**config.mk**
```make
export PLATFORM = sky130hd
export DESIGN_NAME = boxcar_rate_decimator
export DESIGN_NICKNAME = d
export VERILOG_FILES = /design/src/rtl/core/brd_pkg.sv /design/src/rtl/core/brd_front.sv /design/src/rtl/core/brd_fifo.sv /design/src/rtl/core/brd_divider.sv /design/src/rtl/core/boxcar_rate_decimator.sv
export SDC_FILE = /design/constraint.sdc
export NUM_CORES = 1
export LEC_CHECK = 0
export ABC_AREA = 1
export BUFFER_PORTS_ARGS = -buffer_cell sky130_fd_sc_hd__buf_2
export CAP_MARGIN = 5
export CORE_AREA = 5 5 167 169
export CTS_BUF_LIST = sky130_fd_sc_hd__clkbuf_8
export DETAILED_ROUTE_END_ITERATION = 12
export DIE_AREA = 0 0 172 174
export HOLD_SLACK_MARGIN = 0.06
export PLACE_DENSITY = 0.62
export REMOVE_ABC_BUFFERS = 1
export SYNTH_ARGS = -nofsm -noshare
export SYNTH_HDL_FRONTEND = slang
export SYNTH_SLANG_ARGS = --single-unit
```
**constraint.sdc**
```tcl
create_clock -name clk -period 7.5 [get_ports clk]
set_input_delay 0 -clock clk [delete_from_list [all_inputs] [get_ports clk]]
set_output_delay 0 -clock clk [all_outputs]
set_load 0.05 [all_outputs]
```
**src/rtl/core/brd_pkg.sv**
```systemverilog
// Shared types and constants for the boxcar rate decimator.
// Used by every module under rtl/core; depends on nothing else.
`default_nettype none
package brd_pkg;

  localparam int SAMPLE_W   = 16;
  localparam int RATE_W     = 18;
  localparam int WIN_W      = 21;
  localparam int CNT_W      = 5;
  localparam int MAX_WINDOW = 24;

  localparam logic [RATE_W:0] OUT_RATE_LOW  = 19'd8000;
  localparam logic [RATE_W:0] OUT_RATE_HIGH = 19'd16000;

  localparam logic signed [SAMPLE_W-1:0] SAMPLE_MAX = 16'sh7FFF;
  localparam logic signed [SAMPLE_W-1:0] SAMPLE_MIN = 16'sh8000;

  // Register indexes on the configuration port (byte address 4*index).
  localparam int PADDR_W = 3;
  localparam logic REG_INPUT_RATE = 1'b0;
  localparam logic REG_OUT_SEL    = 1'b1;

  // Input action codes.
  localparam logic ACT_SAMPLE = 1'b0;
  localparam logic ACT_CLEAR  = 1'b1;

  // Queue between the window tracker and the divider.
  localparam int QUEUE_DEPTH = 2;
  localparam int QPTR_W      = $clog2(QUEUE_DEPTH);

  // One quotient bit per divider step.
  localparam int DIV_STEPS = WIN_W;
  localparam int DIV_CNT_W = $clog2(DIV_STEPS);

  typedef struct packed {
    logic [RATE_W-1:0] input_rate;
    logic              out_sel;
  } brd_cfg_t;

  typedef struct packed {
    logic signed [WIN_W-1:0] total;
    logic [CNT_W-1:0]        count;
  } brd_win_t;

  typedef enum logic [1:0] {
    DIV_IDLE,
    DIV_RUN,
    DIV_DONE
  } brd_div_state_t;

endpackage : brd_pkg
`default_nettype wire

```
**src/rtl/core/brd_front.sv**
```systemverilog
// Front end: accepts words, advances the phase accumulator and the window sum,
// and queues a finished window for division. Depends on brd_pkg.
`default_nettype none
module brd_front (
  input  wire logic                          clk,
  input  wire logic                          rst_n,
  input  wire brd_pkg::brd_cfg_t             cfg,
  input  wire logic                          in_valid,
  output logic                               in_ready,
  input  wire logic                          in_action,
  input  wire logic signed [15:0]            in_sample,
  input  wire logic                          q_full,
  output logic                               q_push,
  output brd_pkg::brd_win_t                  q_data
);
  import brd_pkg::*;

  logic [RATE_W-1:0]       phase_r, phase_nxt;
  logic signed [WIN_W-1:0] total_r, total_nxt;
  logic [CNT_W-1:0]        count_r, count_nxt;

  logic              accept;
  logic [RATE_W:0]   step;
  logic [RATE_W:0]   rate_ext;
  logic [RATE_W:0]   sum;
  logic [RATE_W:0]   wrapped;
  logic              emits;
  logic              full_win;

  assign in_ready = !q_full;
  assign accept   = in_valid && in_ready;

  always_comb begin
    step      = cfg.out_sel ? OUT_RATE_HIGH : OUT_RATE_LOW;
    rate_ext  = {1'b0, cfg.input_rate};
    sum       = {1'b0, phase_r} + step;
    emits     = (sum >= rate_ext);
    wrapped   = sum - rate_ext;
    total_nxt = total_r + WIN_W'(in_sample);
    count_nxt = count_r + CNT_W'(1);
    full_win  = (count_nxt >= CNT_W'(MAX_WINDOW));
    if (emits) begin
      // A phase still past the rate after one wrap restarts from zero.
      phase_nxt = (wrapped >= rate_ext) ? '0 : wrapped[RATE_W-1:0];
    end else begin
      phase_nxt = sum[RATE_W-1:0];
    end
  end

  assign q_push       = accept && (in_action == ACT_SAMPLE) && (emits || full_win);
  assign q_data.total = total_nxt;
  assign q_data.count = count_nxt;

  always_ff @(posedge clk) begin
    if (!rst_n) begin
      phase_r <= '0;
      total_r <= '0;
      count_r <= '0;
    end else if (accept) begin
      if (in_action == ACT_CLEAR) begin
        phase_r <= '0;
        total_r <= '0;
        count_r <= '0;
      end else begin
        phase_r <= phase_nxt;
        if (emits || full_win) begin
          total_r <= '0;
          count_r <= '0;
        end else begin
          total_r <= total_nxt;
          count_r <= count_nxt;
        end
      end
    end
  end

endmodule : brd_front
`default_nettype wire

```
**src/rtl/core/brd_fifo.sv**
```systemverilog
// Short queue of finished windows between the front end and the divider.
// Depends on brd_pkg.
`default_nettype none
module brd_fifo (
  input  wire logic               clk,
  input  wire logic               rst_n,
  input  wire logic               push,
  input  wire brd_pkg::brd_win_t  push_data,
  output logic                    full,
  input  wire logic               pop,
  output brd_pkg::brd_win_t       pop_data,
  output logic                    empty
);
  import brd_pkg::*;

  brd_win_t           mem [QUEUE_DEPTH];
  logic [QPTR_W-1:0]  wr_ptr_r, rd_ptr_r;
  logic [QPTR_W:0]    fill_r;

  assign full     = (fill_r == (QPTR_W+1)'(QUEUE_DEPTH));
  assign empty    = (fill_r == '0);
  assign pop_data = mem[rd_ptr_r];

  always_ff @(posedge clk) begin
    if (push && !full) begin
      mem[wr_ptr_r] <= push_data;
    end
  end

  always_ff @(posedge clk) begin
    if (!rst_n) begin
      wr_ptr_r <= '0;
      rd_ptr_r <= '0;
      fill_r   <= '0;
    end else begin
      if (push && !full) begin
        wr_ptr_r <= (wr_ptr_r == QPTR_W'(QUEUE_DEPTH-1)) ? '0 : wr_ptr_r + QPTR_W'(1);
      end
      if (pop && !empty) begin
        rd_ptr_r <= (rd_ptr_r == QPTR_W'(QUEUE_DEPTH-1)) ? '0 : rd_ptr_r + QPTR_W'(1);
      end
      case ({push && !full, pop && !empty})
        2'b10:   fill_r <= fill_r + (QPTR_W+1)'(1);
        2'b01:   fill_r <= fill_r - (QPTR_W+1)'(1);
        default: fill_r <= fill_r;
      endcase
    end
  end

endmodule : brd_fifo
`default_nettype wire

```
**src/rtl/core/brd_divider.sv**
```systemverilog
// Back end: restoring divider, one quotient bit per cycle, then sign fix,
// saturation and the output register. Depends on brd_pkg.
`default_nettype none
module brd_divider (
  input  wire logic                clk,
  input  wire logic                rst_n,
  input  wire logic                q_empty,
  input  wire brd_pkg::brd_win_t   q_data,
  output logic                     q_pop,
  output logic                     out_valid,
  input  wire logic                out_ready,
  output logic signed [15:0]       out_sample
);
  import brd_pkg::*;

  brd_div_state_t state_r, state_nxt;

  logic                   neg_r;
  logic [WIN_W-1:0]       dvd_r;
  logic [CNT_W-1:0]       rem_r;
  logic [CNT_W-1:0]       div_r;
  logic [DIV_CNT_W-1:0]   cnt_r;
  logic                   out_valid_r;
  logic signed [15:0]     out_sample_r;

  logic                   load_out;
  logic                   last_step;
  logic [CNT_W:0]         shifted;
  logic                   ge;
  logic [CNT_W:0]         diff;
  logic [WIN_W-1:0]       mag;
  logic signed [WIN_W:0]  signed_q;
  logic signed [15:0]     sat_q;

  assign last_step = (cnt_r == DIV_CNT_W'(DIV_STEPS-1));

  // Next state.
  always_comb begin
    state_nxt = state_r;
    unique case (state_r)
      DIV_IDLE: if (!q_empty) state_nxt = DIV_RUN;
      DIV_RUN:  if (last_step) state_nxt = DIV_DONE;
      DIV_DONE: if (!out_valid_r || out_ready) state_nxt = DIV_IDLE;
      default:  state_nxt = DIV_IDLE;
    endcase
  end

  // State outputs.
  always_comb begin
    q_pop    = 1'b0;
    load_out = 1'b0;
    unique case (state_r)
      DIV_IDLE: q_pop = !q_empty;
      DIV_RUN:  ;
      DIV_DONE: load_out = !out_valid_r || out_ready;
      default:  ;
    endcase
  end

  always_comb begin
    shifted  = {rem_r, dvd_r[WIN_W-1]};
    diff     = shifted - {1'b0, div_r};
    ge       = (shifted >= {1'b0, div_r});
    mag      = q_data.total[WIN_W-1] ? WIN_W'(-q_data.total) : WIN_W'(q_data.total);
    signed_q = neg_r ? -$signed({1'b0, dvd_r}) : $signed({1'b0, dvd_r});
    if (signed_q > (WIN_W+1)'(SAMPLE_MAX)) begin
      sat_q = SAMPLE_MAX;
    end else if (signed_q < (WIN_W+1)'(SAMPLE_MIN)) begin
      sat_q = SAMPLE_MIN;
    end else begin
      sat_q = signed_q[15:0];
    end
  end

  always_ff @(posedge clk) begin
    if (!rst_n) begin
      state_r     <= DIV_IDLE;
      out_valid_r <= 1'b0;
    end else begin
      state_r <= state_nxt;
      if (load_out) begin
        out_valid_r <= 1'b1;
      end else if (out_ready) begin
        out_valid_r <= 1'b0;
      end
    end
  end

  always_ff @(posedge clk) begin
    if (q_pop) begin
      neg_r <= q_data.total[WIN_W-1];
      dvd_r <= mag;
      div_r <= q_data.count;
      rem_r <= '0;
      cnt_r <= '0;
    end else if (state_r == DIV_RUN) begin
      dvd_r <= {dvd_r[WIN_W-2:0], ge};
      rem_r <= ge ? diff[CNT_W-1:0] : shifted[CNT_W-1:0];
      cnt_r <= cnt_r + DIV_CNT_W'(1);
    end
    if (load_out) begin
      out_sample_r <= sat_q;
    end
  end

  assign out_valid  = out_valid_r;
  assign out_sample = out_sample_r;

endmodule : brd_divider
`default_nettype wire

```
**src/rtl/core/boxcar_rate_decimator.sv**
```systemverilog
// Boxcar rate decimator, top level. An emitting input word passes through
// the front end, a queue hand-off, 21 steps of the one-bit-per-cycle
// restoring divider and the output register. Input words are taken one per
// cycle until the two-entry queue fills; the divider works on one window at
// a time and takes the next only after it has registered the last result.
// Synchronous active-low reset clears phase, window, queue and output valid.
`default_nettype none
module boxcar_rate_decimator (
  input  wire logic                        clk,
  input  wire logic                        rst_n,
  // Configuration port, APB style, always ready.
  input  wire logic                        psel,
  input  wire logic                        penable,
  input  wire logic                        pwrite,
  input  wire logic [brd_pkg::PADDR_W-1:0] paddr,
  input  wire logic [31:0]                 pwdata,
  output logic [31:0]                      prdata,
  output logic                             pready,
  // Input words.
  input  wire logic                        in_valid,
  output logic                             in_ready,
  input  wire logic                        in_action,
  input  wire logic signed [15:0]          in_sample,
  // Output words.
  output logic                             out_valid,
  input  wire logic                        out_ready,
  output logic signed [15:0]               out_sample
);
  import brd_pkg::*;

  // Registers sit at byte address 4*index, so bit 2 of the address picks
  // the register and the byte lane bits are ignored.
  brd_cfg_t cfg_r;
  logic     cfg_wr;
  logic     reg_index;

  assign pready    = 1'b1;
  assign reg_index = paddr[2];
  assign cfg_wr    = psel && penable && pwrite && pready;

  always_ff @(posedge clk) begin
    if (!rst_n) begin
      cfg_r.input_rate <= RATE_W'(48000);
      cfg_r.out_sel    <= 1'b1;
    end else if (cfg_wr) begin
      unique case (reg_index)
        REG_INPUT_RATE: cfg_r.input_rate <= pwdata[RATE_W-1:0];
        REG_OUT_SEL:    cfg_r.out_sel    <= pwdata[0];
        default:        ;
      endcase
    end
  end

  always_comb begin
    unique case (reg_index)
      REG_INPUT_RATE: prdata = {{(32-RATE_W){1'b0}}, cfg_r.input_rate};
      REG_OUT_SEL:    prdata = {31'd0, cfg_r.out_sel};
      default:        prdata = '0;
    endcase
  end

  // The front end updates the window state in the cycle a word is taken and
  // queues each finished window; it stalls only when the queue is full.
  logic     q_push, q_full, q_pop, q_empty;
  brd_win_t q_push_data, q_pop_data;

  brd_front u_front (
    .clk       (clk),
    .rst_n     (rst_n),
    .cfg       (cfg_r),
    .in_valid  (in_valid),
    .in_ready  (in_ready),
    .in_action (in_action),
    .in_sample (in_sample),
    .q_full    (q_full),
    .q_push    (q_push),
    .q_data    (q_push_data)
  );

  brd_fifo u_fifo (
    .clk       (clk),
    .rst_n     (rst_n),
    .push      (q_push),
    .push_data (q_push_data),
    .full      (q_full),
    .pop       (q_pop),
    .pop_data  (q_pop_data),
    .empty     (q_empty)
  );

  // The back end divides the window sum by its count, truncating toward
  // zero, saturates to 16 bits and holds the word until it is taken.
  brd_divider u_divider (
    .clk        (clk),
    .rst_n      (rst_n),
    .q_empty    (q_empty),
    .q_data     (q_pop_data),
    .q_pop      (q_pop),
    .out_valid  (out_valid),
    .out_ready  (out_ready),
    .out_sample (out_sample)
  );

endmodule : boxcar_rate_decimator
`default_nettype wire
```
==> impl_metrics.toml <==
[run_status]
status = "finished, final reports clean"

[global_route]
grt.total_usage_pct = 17.1
overflow = 0
antenna_found_initial = 0
grt_pass1_wl_um = 42500
grt_pass1_vias = 8900
grt_max_degree = 55

[floorplanning]
rows = 60
io_pins = 110
die_w_um = 172
core_area_um2 = 26400
fp.dieArea_um2 = 29900
die_h_um = 174
start_util_pct = 41.9

[placed_design]
gp_congestion = 0.922
dpl.hpwl_um = 19200
placed_cell_area_um2 = 11700
port_buffers = 78

[finish]
nNetsFinal = 1652
layout_common_cells = "nand2_1, a21oi_1, inv_1"
stdcell_area_um2 = 12500
fillers = 2614
multi_input_area_um2 = 5810
seq_area_um2 = 4470
antenna_cells = 0
syn_to_final_growth_pct = 12.5
drive_gt1_share_pct = 10.5
layout_commonest_cell = "nand2_1"

[setup_path]
r2r_cells = 27
end_kind = "flop"
cp_max_fo = 10
start_kind = "flop"
slowest_stage = "dfxtp_1"
cp_data_arrival_time_ns = 5.62
cp_slowest_stage_delay_ns = 0.39
path_class = "reg -> reg"
required_ns = 7.88
crit_top_cell = "nand2_1"

[worst_hold_path]
min_delay_path_depth = 4
min_path_type = "in -> reg"

[sta]
slew_headroom_pct = 28.8
fmax_ghz = 0.191
setup_viol = 0
worst_pin_slew_ns = 1.05
slew_viol_final = 0
finalCritPeriodShare_pct = 69.9
tns_ns = 0
skew_ns = 0.0157
hold_viol = 0
post-route-min-period_ns = 5.24
rsz0062_at_grt = "false"

[clock_tree]
h-tree-depth = 4
cts_inserted_buffers = 17
insertion_delay_ns = 0.47
clk_path_buf_depth = 2
clkTransAtPathRegs_ns = 0.10
clockRootBuffer = "clkbuf_8"
cts_sinks = 176
cts_tree = "yes"

[yosys]
async_flop_share_pct = 0
netlist_area_um2 = 11100
yosys_register_bits = 176
synth_cells = 1419
synth_top_area_cell = "edfxtp_1"
synth_area_leaders = "edfxtp_1, dfxtp_1, nand2_1"
yosysWarningCount = 0
synth_ff_type = "edfxtp_1"
synth-edff-count = 95
seq_area_frac_synth_pct = 40.4
ys_types = 55
synth_area_per_cell_um2 = 7.80
synth_top_area_share_pct = 25.8

[detailed_routing]
postRouteAntennaNets = 0
routedWlPerCell_um = 13.5
vias = 9278
routed_wl_um = 25200
drc_errors = 0
viasPerCell = 4.96
drtPass1Iterations = 7
dr.first_iter.drc_count = 681

[pwr]
cellLeakagePower_nw = 5.57
vdd_drop_max_mv = 0.147
power_density_nw_per_um2 = 306

[job]
maxCapViolations = 0
final timing paths:
kind	start	endpoint	slack [ns]
setup / recovery	cfg_r[0]$_SDFFE_PN1P_	u_front.phase_r[3]$_SDFFE_PN0P_	2.26
hold / removal	in_sample[13]	u_fifo.mem[1][18]$_DFFE_PP_	0.11
hold reg to reg	u_front.total_r[9]$_SDFFE_PN0P_	u_front.total_r[9]$_SDFFE_PN0P_	0.47
setup reg to reg	cfg_r[0]$_SDFFE_PN1P_	u_front.phase_r[3]$_SDFFE_PN0P_	2.26
flip-flops by register name, indices dropped and copies added, names as in the netlist, named ones only:
name and flops:
u_fifo.mem 52, u_divider.dvd_r 21, u_fifo.wr_ptr_r 1, cfg_r 19, u_front.count_r 5, u_divider.out_sample 16, u_divider.div_r 5, u_fifo.rd_ptr_r 1
u_divider.neg_r 1, u_fifo.fill_r 2, u_divider.rem_r 5, u_divider.state_r 2, u_divider.out_valid 1, u_front.total_r 21, u_divider.cnt_r 5, u_front.phase_r 18
per-layer routing:
| layer | routed length (um) | GRT usage, % |
|---|---|---|
| met1 | 12400 | 24.0 |
| met2 | 11700 | 27.8 |
| met3 | 793 | 2.52 |
| met4 | 336 | 4.23 |
| met5 | 0 | 0 |
worst max-delay path: cells and delay by family (launching register included):
kind                     cells  cell delay [ns]
AND/OR/NAND/NOR             14             1.89
XOR/XNOR                     1             0.19
flip-flops                   1             0.39
adder cells (fa/ha/maj)      4             1.22
buffers and inverters        3             0.38
AO/OA/AOI/OAI                5             1.13
power breakdown:
| part | total, W | internal, W | switching [W] |
|---|---|---|---|
| clock | 0.000707 | 0.000314 | 0.000394 |
| sequential | 0.00138 | 0.00126 | 0.000116 |
| combinational | 0.00173 | 0.000579 | 0.00115 |
| total | 0.00382 | 0.00216 | 0.00166 |
Yosys cell counts (2+ instances only):
library cell,number
inv_2,6
o21ai_1,5
o21bai_1,4
a21o_1,5
and3_1,2
a21oi_1,135
fa_1,4
o31ai_1,3
o21ai_0,95
nand2_2,8
mux2i_1,4
a211oi_1,2
nor2_2,6
nor3_1,20
xnor2_1,29
edfxtp_1,95
xor2_1,44
nor2_1,97
and2_1,3
buf_4,18
nor2_4,2
or2_1,6
nand3_1,55
a31oi_1,4
or2_2,3
buf_6,6
nand2_1,390
inv_4,2
inv_1,134
clkbuf_1,25
o211ai_1,4
ha_1,71
buf_2,2
o21a_1,2
a21oi_2,2
conb_1,2
nor4_1,6
o21ai_2,5
dfxtp_1,81
nand4_1,17
cell type report:
type / count / share of cell area (%)
multi-input cells: 1062 / 46.7
flip-flops and latches: 176 / 35.9
repair buffers: 118 / 6.21
inverters: 143 / 4.35
well taps: 341 / 3.42
clock buffers: 17 / 1.88
clock inverters: 15 / 1.58
cells by family (layout without fill, tap and decap cells):
group                      count (synthesis)  in the layout  share of synthesized area [%]
and+or+nand+nor                          623            623                           23.7
AOI/OAI and AO/OA                        272            272                           13.3
buffers and inverters                    194            293                           7.66
DFF                                      176            176                           40.4
adders and majority gates                 75             75                           8.75
xor gates and xnor gates                  73             73                           5.77
muxes                                      4              4                          0.362
other                                      2             15                         0.0678
repair_timing:
action | CTS | global route
buffers inserted | 0 | 0
hold buffers | 33 | 0
resized for setup | 0 | 0
endpoints found under the hold margin | 39 | 0
metrics by stage:
step                      total power, W  setup WS [ns]  hold slack, ns  cells  util (%)
after CTS                        0.00385           2.25          0.0789   1872      47.1
final                            0.00382           2.26           0.111   1872      47.1
after detailed placement         0.00312           2.29           0.220   1807      44.3
after global routing             0.00416           1.69           0.110   1872      47.1
after global placement           0.00309           2.35           0.211   1807      44.3
after floorplan                  0.00269           2.68           0.118   1381         -
(Power assumes the default switching activity.)
